[src/hw/rtl/bmmd_pkg.sv]
// Types, constants and codes of the banked memory map decoder
`default_nettype none

package bmmd_pkg;

  localparam int unsigned SCREEN_CELLS = 506;

  localparam int unsigned ADDR_W      = 16;
  localparam int unsigned BANK_MASK_W = 5;
  localparam int unsigned RAM_DEPTH   = 49152;
  localparam int unsigned RAM_AW      = $clog2(RAM_DEPTH);
  localparam int unsigned IO_DEPTH    = 4096;
  localparam int unsigned IO_AW       = $clog2(IO_DEPTH);
  localparam int unsigned CHAR_DEPTH  = 4096;
  localparam int unsigned CHAR_AW     = $clog2(CHAR_DEPTH);
  localparam int unsigned BASIC_DEPTH = 8192;
  localparam int unsigned BASIC_AW    = $clog2(BASIC_DEPTH);
  localparam int unsigned KERN_DEPTH  = 8192;
  localparam int unsigned KERN_AW     = $clog2(KERN_DEPTH);

  // operations
  localparam logic [1:0] OP_READ   = 2'd0;
  localparam logic [1:0] OP_WRITE  = 2'd1;
  localparam logic [1:0] OP_LOAD   = 2'd2;
  localparam logic [1:0] OP_UNUSED = 2'd3;

  // display events
  localparam logic [1:0] EV_NONE   = 2'd0;
  localparam logic [1:0] EV_CELL   = 2'd1;
  localparam logic [1:0] EV_SCREEN = 2'd2;
  localparam logic [1:0] EV_BORDER = 2'd3;

  // special I/O addresses
  localparam logic [ADDR_W-1:0] ADDR_VCTL     = 16'h9002;
  localparam logic [ADDR_W-1:0] ADDR_VREG5    = 16'h9005;
  localparam logic [ADDR_W-1:0] ADDR_BORDER   = 16'h900F;
  localparam logic [ADDR_W-1:0] ADDR_KBD_ROWS = 16'h9120;
  localparam logic [ADDR_W-1:0] ADDR_KBD_COLS = 16'h9121;
  localparam logic [ADDR_W-1:0] ADDR_CONST_FF = 16'h912F;
  localparam logic [ADDR_W-1:0] ADDR_CONST_FE = 16'h911C;
  localparam logic [ADDR_W-1:0] ADDR_CONST_7E = 16'h911F;

  localparam logic [ADDR_W-1:0] SCREEN_BASE_HI = 16'h1E00;
  localparam logic [ADDR_W-1:0] SCREEN_BASE_LO = 16'h1000;
  localparam logic [ADDR_W-1:0] COLOR_BASE_HI  = 16'h9600;
  localparam logic [ADDR_W-1:0] COLOR_BASE_LO  = 16'h9400;

  // I/O read kinds
  localparam logic [2:0] IOK_MEM = 3'd0;
  localparam logic [2:0] IOK_FF  = 3'd1;
  localparam logic [2:0] IOK_FE  = 3'd2;
  localparam logic [2:0] IOK_7E  = 3'd3;
  localparam logic [2:0] IOK_KBD = 3'd4;

  // ROM select
  localparam logic [1:0] ROM_CHAR  = 2'd0;
  localparam logic [1:0] ROM_BASIC = 2'd1;
  localparam logic [1:0] ROM_KERN  = 2'd2;

  typedef struct packed {
    logic [1:0]        operation;
    logic [ADDR_W-1:0] address;
    logic [7:0]        write_data;
    logic [63:0]       pressed_keys;
  } cmd_t;

  typedef struct packed {
    logic [7:0] read_data;
    logic [1:0] display_event;
    logic [8:0] cell_offset;
  } rsp_t;

  typedef struct packed {
    logic       ram_area;
    logic       ram_on;
    logic       rom_area;
    logic [1:0] rom_sel;
    logic       io_area;
    logic [2:0] io_kind;
    logic       vctl;
    logic       border;
    logic       vreg5;
    logic       kbd_latch;
    logic       scr_hit;
    logic       col_hit;
    logic [8:0] cell_idx;
  } dec_t;

  typedef struct packed {
    logic ram_rd;
    logic ram_wr;
    logic io_rd;
    logic io_wr;
  } mem_ctrl_t;

  typedef struct packed {
    logic       rd;
    logic       wr;
    logic [1:0] sel;
  } rom_ctrl_t;

endpackage

`default_nettype wire

[src/hw/rtl/bmmd_dec.sv]
// Address decoder: region, bank enable, special I/O registers, display windows
`default_nettype none

module bmmd_dec #(
  parameter int unsigned SCREEN_CELLS = bmmd_pkg::SCREEN_CELLS
) (
  input  logic [bmmd_pkg::ADDR_W-1:0]      address,
  input  logic [bmmd_pkg::BANK_MASK_W-1:0] bank_mask,
  input  logic                             video_high_select,
  output bmmd_pkg::dec_t                   dec
);
  import bmmd_pkg::*;

  logic [ADDR_W-1:0] sbase;
  logic [ADDR_W-1:0] cbase;
  logic [ADDR_W:0]   a_ext;
  logic [ADDR_W:0]   s_end;
  logic [ADDR_W:0]   c_end;
  logic [ADDR_W-1:0] s_off;
  logic [ADDR_W-1:0] c_off;

  always_comb begin
    sbase = video_high_select ? SCREEN_BASE_HI : SCREEN_BASE_LO;
    cbase = video_high_select ? COLOR_BASE_HI : COLOR_BASE_LO;
    a_ext = {1'b0, address};
    s_end = {1'b0, sbase} + (ADDR_W+1)'(SCREEN_CELLS);
    c_end = {1'b0, cbase} + (ADDR_W+1)'(SCREEN_CELLS);
    s_off = address - sbase;
    c_off = address - cbase;

    dec = '0;
    dec.ram_area = (address < 16'h8000) || (address[15:13] == 3'b101);
    if (address < 16'h0400) begin
      dec.ram_on = 1'b1;
    end else if (address < 16'h1000) begin
      dec.ram_on = bank_mask[0];
    end else if (address < 16'h2000) begin
      dec.ram_on = 1'b1;
    end else if (address < 16'h4000) begin
      dec.ram_on = bank_mask[1];
    end else if (address < 16'h6000) begin
      dec.ram_on = bank_mask[2];
    end else if (address < 16'h8000) begin
      dec.ram_on = bank_mask[3];
    end else if (address[15:13] == 3'b101) begin
      dec.ram_on = bank_mask[4];
    end else begin
      dec.ram_on = 1'b0;
    end

    dec.io_area = (address[15:12] == 4'h9);
    if (address[15:12] == 4'h8) begin
      dec.rom_area = 1'b1;
      dec.rom_sel  = ROM_CHAR;
    end else if (address[15:13] == 3'b110) begin
      dec.rom_area = 1'b1;
      dec.rom_sel  = ROM_BASIC;
    end else if (address[15:13] == 3'b111) begin
      dec.rom_area = 1'b1;
      dec.rom_sel  = ROM_KERN;
    end else begin
      dec.rom_area = 1'b0;
      dec.rom_sel  = ROM_CHAR;
    end

    case (address)
      ADDR_CONST_FF: dec.io_kind = IOK_FF;
      ADDR_CONST_FE: dec.io_kind = IOK_FE;
      ADDR_CONST_7E: dec.io_kind = IOK_7E;
      ADDR_KBD_COLS: dec.io_kind = IOK_KBD;
      default:       dec.io_kind = IOK_MEM;
    endcase

    dec.vctl      = (address == ADDR_VCTL);
    dec.border    = (address == ADDR_BORDER);
    dec.vreg5     = (address == ADDR_VREG5);
    dec.kbd_latch = (address == ADDR_KBD_ROWS);

    // screen window only counts inside the fixed RAM at 0x1000-0x1FFF
    dec.scr_hit  = (address[15:12] == 4'h1) && (address >= sbase) && (a_ext < s_end);
    dec.col_hit  = dec.io_area && (address >= cbase) && (a_ext < c_end);
    dec.cell_idx = dec.scr_hit ? s_off[8:0] : c_off[8:0];
  end

endmodule

`default_nettype wire

[config.mk]
export PLATFORM = sky130hd
export DESIGN_NAME = bmmd_dec
export DESIGN_NICKNAME = d
export VERILOG_FILES = /design/src/hw/rtl/bmmd_pkg.sv /design/src/hw/rtl/bmmd_dec.sv
export SDC_FILE = /design/constraint.sdc
export NUM_CORES = 1
export LEC_CHECK = 0
export ABC_AREA = 1
export BUFFER_PORTS_ARGS = -buffer_cell sky130_fd_sc_hd__buf_2
export CAP_MARGIN = 20
export CORE_AREA = 3 3 49 51
export DETAILED_ROUTE_END_ITERATION = 8
export DIE_AREA = 0 0 52 54
export GPL_ROUTABILITY_DRIVEN = 0
export PLACE_DENSITY = 0.68
export SETUP_SLACK_MARGIN = 0.15
export SLEW_MARGIN = 10
export SYNTH_ARGS = -nofsm -noshare
export SYNTH_HDL_FRONTEND = slang
export SYNTH_SLANG_ARGS = --single-unit
[constraint.sdc]
create_clock -name vclk -period 1.05
set_input_delay 0.0525 -clock vclk [all_inputs]
set_output_delay 0.0525 -clock vclk [all_outputs]
set_load 0.01 [all_outputs]
After elaboration in Yosys (flattened, before gate mapping)

Index checks and enable logic that the tools add are counted.

Register bits: 0
Latch bits: 0
RAM bits: 0
Memory bits (read-only): 0
Output and inout port bits: 24
Word-level logic and storage cells: 47
Memories: 0

$add $sub $neg: 4
Multiply operators: 0
Div/mod/pow operators: 0
$lt $le $gt $ge: 10
Equality and inequality tests: 14
Shift-type cells: 0
Multiplexer cells: 14
Bitwise gates (word level): 0
Reductions and logical operators: 5

Operators by type and width:

| cell                                                  | count |
|---|---|
| equality test 16 bit (second input constant)          | 8 |
| < comparator 16 x 15 -> 1 bit (second input constant) | 2 |
| subtractor 9 bit                                      | 2 |
| adder 16 x 9 -> 17 bit (second input constant)        | 1 |
| < comparator 16 x 17 -> 1 bit                         | 1 |
| greater-or-equal comparator 16 x 13 -> 1 bit          | 1 |
| greater-or-equal comparator 16 bit                    | 1 |
| < comparator 16 x 11 -> 1 bit (second input constant) | 1 |
| < comparator 16 x 13 -> 1 bit (second input constant) | 1 |
| < comparator 16 x 14 -> 1 bit                         | 1 |
| < comparator 16 x 14 -> 1 bit (second input constant) | 1 |
| < comparator 16 bit (second input constant)           | 1 |
| adder 13 x 9 -> 14 bit (second input constant)        | 1 |
| two-way mux 12 bit                                    | 1 |
| one-hot mux 3 bit (4 select lines)                    | 1 |
| two-way mux 10 bit                                    | 1 |
| equality test 3 bit (second input constant)           | 3 |
| two-way mux 3 bit                                     | 3 |
| two-way mux 9 bit                                     | 1 |
| equality test 4 bit (second input constant)           | 2 |
| two-way mux 1 bit                                     | 7 |
| equality test 4 x 1 -> 1 bit (second input constant)  | 1 |
| logical AND 1 bit                                     | 4 |
| logical OR 1 bit                                      | 1 |

Depth between registers and ports, before layout

Word-level depth: 8
Gate-level depth with buffers: 8
Gate-level depth less buffers: 8

Worst setup path before layout

No wires, ideal clock.

Path type: input-to-output
Start point: in address[9] in the netlist's numbering
End point: out dec[9] in the netlist's numbering
Arrival: 0.859 ns
Data required time: 0.998 ns
Path slack: 0.139 ns
Stages: 8
Path buffers: 0
Cells stage by stage: inv_1 -> ha_1 -> nand2_1 -> inv_1 -> nand2_1 -> nor2_1 -> nand2_1 -> a21oi_1

RTL lines:

| what            | line           | text |
|---|---|---|
| start, declared | bmmd_dec.sv:7  | `input logic [bmmd_pkg::ADDR_W-1:0] address,` |
| end, declared   | bmmd_dec.sv:10 | `output bmmd_pkg::dec_t dec` |

==> run_results.csv <==
group,metric,value,unit
timing,hold_slack,0.353,ns
final_layout,n_antenna_cell,0,
pwr,power_frac_comb,1.000,
run_status,outcome,"finished clean",
place,placed_area,848,sq um
setup_path,end_kind,"output pin",
final_layout,register_area,0,sq um
floorplan,die_w,52,microns
routing,routed-via-count,918,
timing,finalHoldViolations,0,
global_routing,grt_max_degree,8,
floorplan,start_util,0.297,
final_layout,seq_cells,0,
pwr,pwr-share-clk,0,
timing,maxSlewViolCount,0,
final_layout,stdcell_area,0.00107,sq mm
timing,setup-violations-final,0,
pwr,power,351,uW
pwr,power.leakage,0.000558,uW
global_routing,track_usage,0.144,
routing,drt_iter0_drc,12,
timing,finalSetupTns,0,ns
setup_path,worstPathArrival,0.95,ns
pwr,seq_power_share,0,
timing,worst-slew-pin-transition,0.219,ns
worst_hold_path,hp-class,"in2out",
logic_synthesis,synth_cells,126,
pwr,internal_power,165,uW
place,dp_hpwl,1600,microns
final_layout,nClkBuffers,0,
routing,ant_nets,0,
clock_tree,ctsHoldBuffers,0,
final_layout,drive_gt1_frac,0.503,
logic_synthesis,syn_nets,152,
routing,avgViaCountPerCell,4.50,
place,io_buffers,46,
global_routing,grt_overflow,0,
global_routing,antenna_found_initial,0,
routing,routed_wl,2080,microns
timing,post-route-period-util,0.958,
pwr,peakVddDrop,0.164,mV
pwr,swShare,0.531,
logic_synthesis,synthesis.area,588,sq um
global_routing,grt_pass1_vias,803,
pwr,power_density,329,mW/mm^2
final_layout,syn_to_final_growth,81.7,%
logic_synthesis,synth.most_common_cell,"nor2_1",
routing,drc_errors,0,
logic_synthesis,synthDistinctLibCells,15,
timing,timing.fmax,994,MHz
timing,max_slew_margin,0.853,
setup_path,criticalPathCategory,"in2out",
floorplan,fp-row-count,16,
logic_synthesis,yosysTopAreaCell,"nor2_1",
final_layout,nNetsFinal,205,
setup_path,crit_fanout,3,
routing,first_pass_iters,4,
setup_path,worstPathRequired,1.00,ns
logic_synthesis,netlist_top_cells_area,"nor2_1 (27%), nand2_1 (17%), buf_4 (11%)",
timing,rsz0062_at_grt,"yes",
setup_path,start_kind,"input port",
final_layout,multi_input_area,543,sq um
logic_synthesis,netlist.area_leader.share,0.274,
logic_synthesis,synth_commonest_cells,"nor2_1 (43), nand2_1 (26), inv_1 (18), buf_4 (9), nand3_1 (9)",
timing,period_needed,1.01,ns
floorplan,fp.dieArea,0.00281,sq mm
floorplan,core-area,0.00198,sq mm
floorplan,die_height,54,microns
floorplan,num_io_pins,46,
logic_synthesis,yosys_warnings,0,
routing,avgRoutedWirePerCell,10.2,microns
flow_run,max_cap_violations,0,
logic_synthesis,synth.yosys.seq_area_share,0,
logic_synthesis,avgSynthCellArea,4.67,sq um
global_routing,grt_pass1_wl,3250,microns
pwr,power.net_switching,187,uW
final_layout,fillers,201,
## path summary, 6_finish.rpt
kind	cells past startpoint	to	slack, ns	from
setup / recovery	10	dec[10]	0.04	address[9]
hold / removal	2	dec[2]	0.35	address[2]
## logic make-up (layout without fill, tap and decap cells)
| logic type | after synthesis | count (layout) | share of synthesized area |
|---|---|---|---|
| fa+ha+maj | 4 | 4 | 0.0851 |
| simple gates | 87 | 87 | 0.615 |
| buf+inv | 28 | 79 | 0.236 |
| compound gates | 7 | 7 | 0.0638 |
## layout by cell type, fill, tap and decap left out, drive strengths merged
master  synthesis  final
nand4           1      1
or2             1      1
inv            19     19
a21oi           4      4
nand3           9      9
nor3            3      3
o31ai           1      1
nand2          29     29
nor2           44     44
buf             9     60
ha              4      4
o21ai           2      2
## through the flow
stage | setup WS [ns] | std cells | util
floorplan | 0.152 | 126 | -
global placement | -0.0539 | 198 | 0.428
detailed placement | -0.0656 | 198 | 0.428
CTS | 0.0178 | 202 | 0.499
global route | -0.0544 | 204 | 0.539
finish | 0.0441 | 204 | 0.539
## power groups by stage
| stage | clock network [uW] | logic (uW) | registers, uW |
|---|---|---|---|
| 3_3_place_gp | 0 | 254 | 0 |
| 3_5_place_dp | 0 | 261 | 0 |
| 6_report | 0 | 351 | 0 |
| 5_1_grt | 0 | 391 | 0 |
| 2_1_floorplan | 0 | 147 | 0 |
| 4_1_cts | 0 | 320 | 0 |
## layer usage
layer | wire length, microns | GRT usage | up-vias
met5 | 0 | 0 | -
met4 | 17 | 0 | 0
met3 | 170 | 0.0139 | 2
met2 | 1070 | 0.278 | 36
met1 | 829 | 0.180 | 392
li1 | - | - | 488
## repair_timing
item	CTS	global route
setup buffers	4	2
resized for setup	35	19
pin swaps	14	11
setup endpoints to repair	9	9
## critical path, cell delays in order
cell	delay, ns
buf_8	0.08
inv_4	0.03
ha_4	0.26
inv_2	0.04
nor2_2	0.06
nand3_1	0.07
nor2_1	0.09
nor2_1	0.04
nor2_1	0.08
buf_2	0.14
## final cells by class
class	instances	area share
multi-input combinational	98	0.508
timing repair buffer	60	0.379
inverter	19	0.0808
tap	27	0.0316
(Power assumes the default switching activity.)
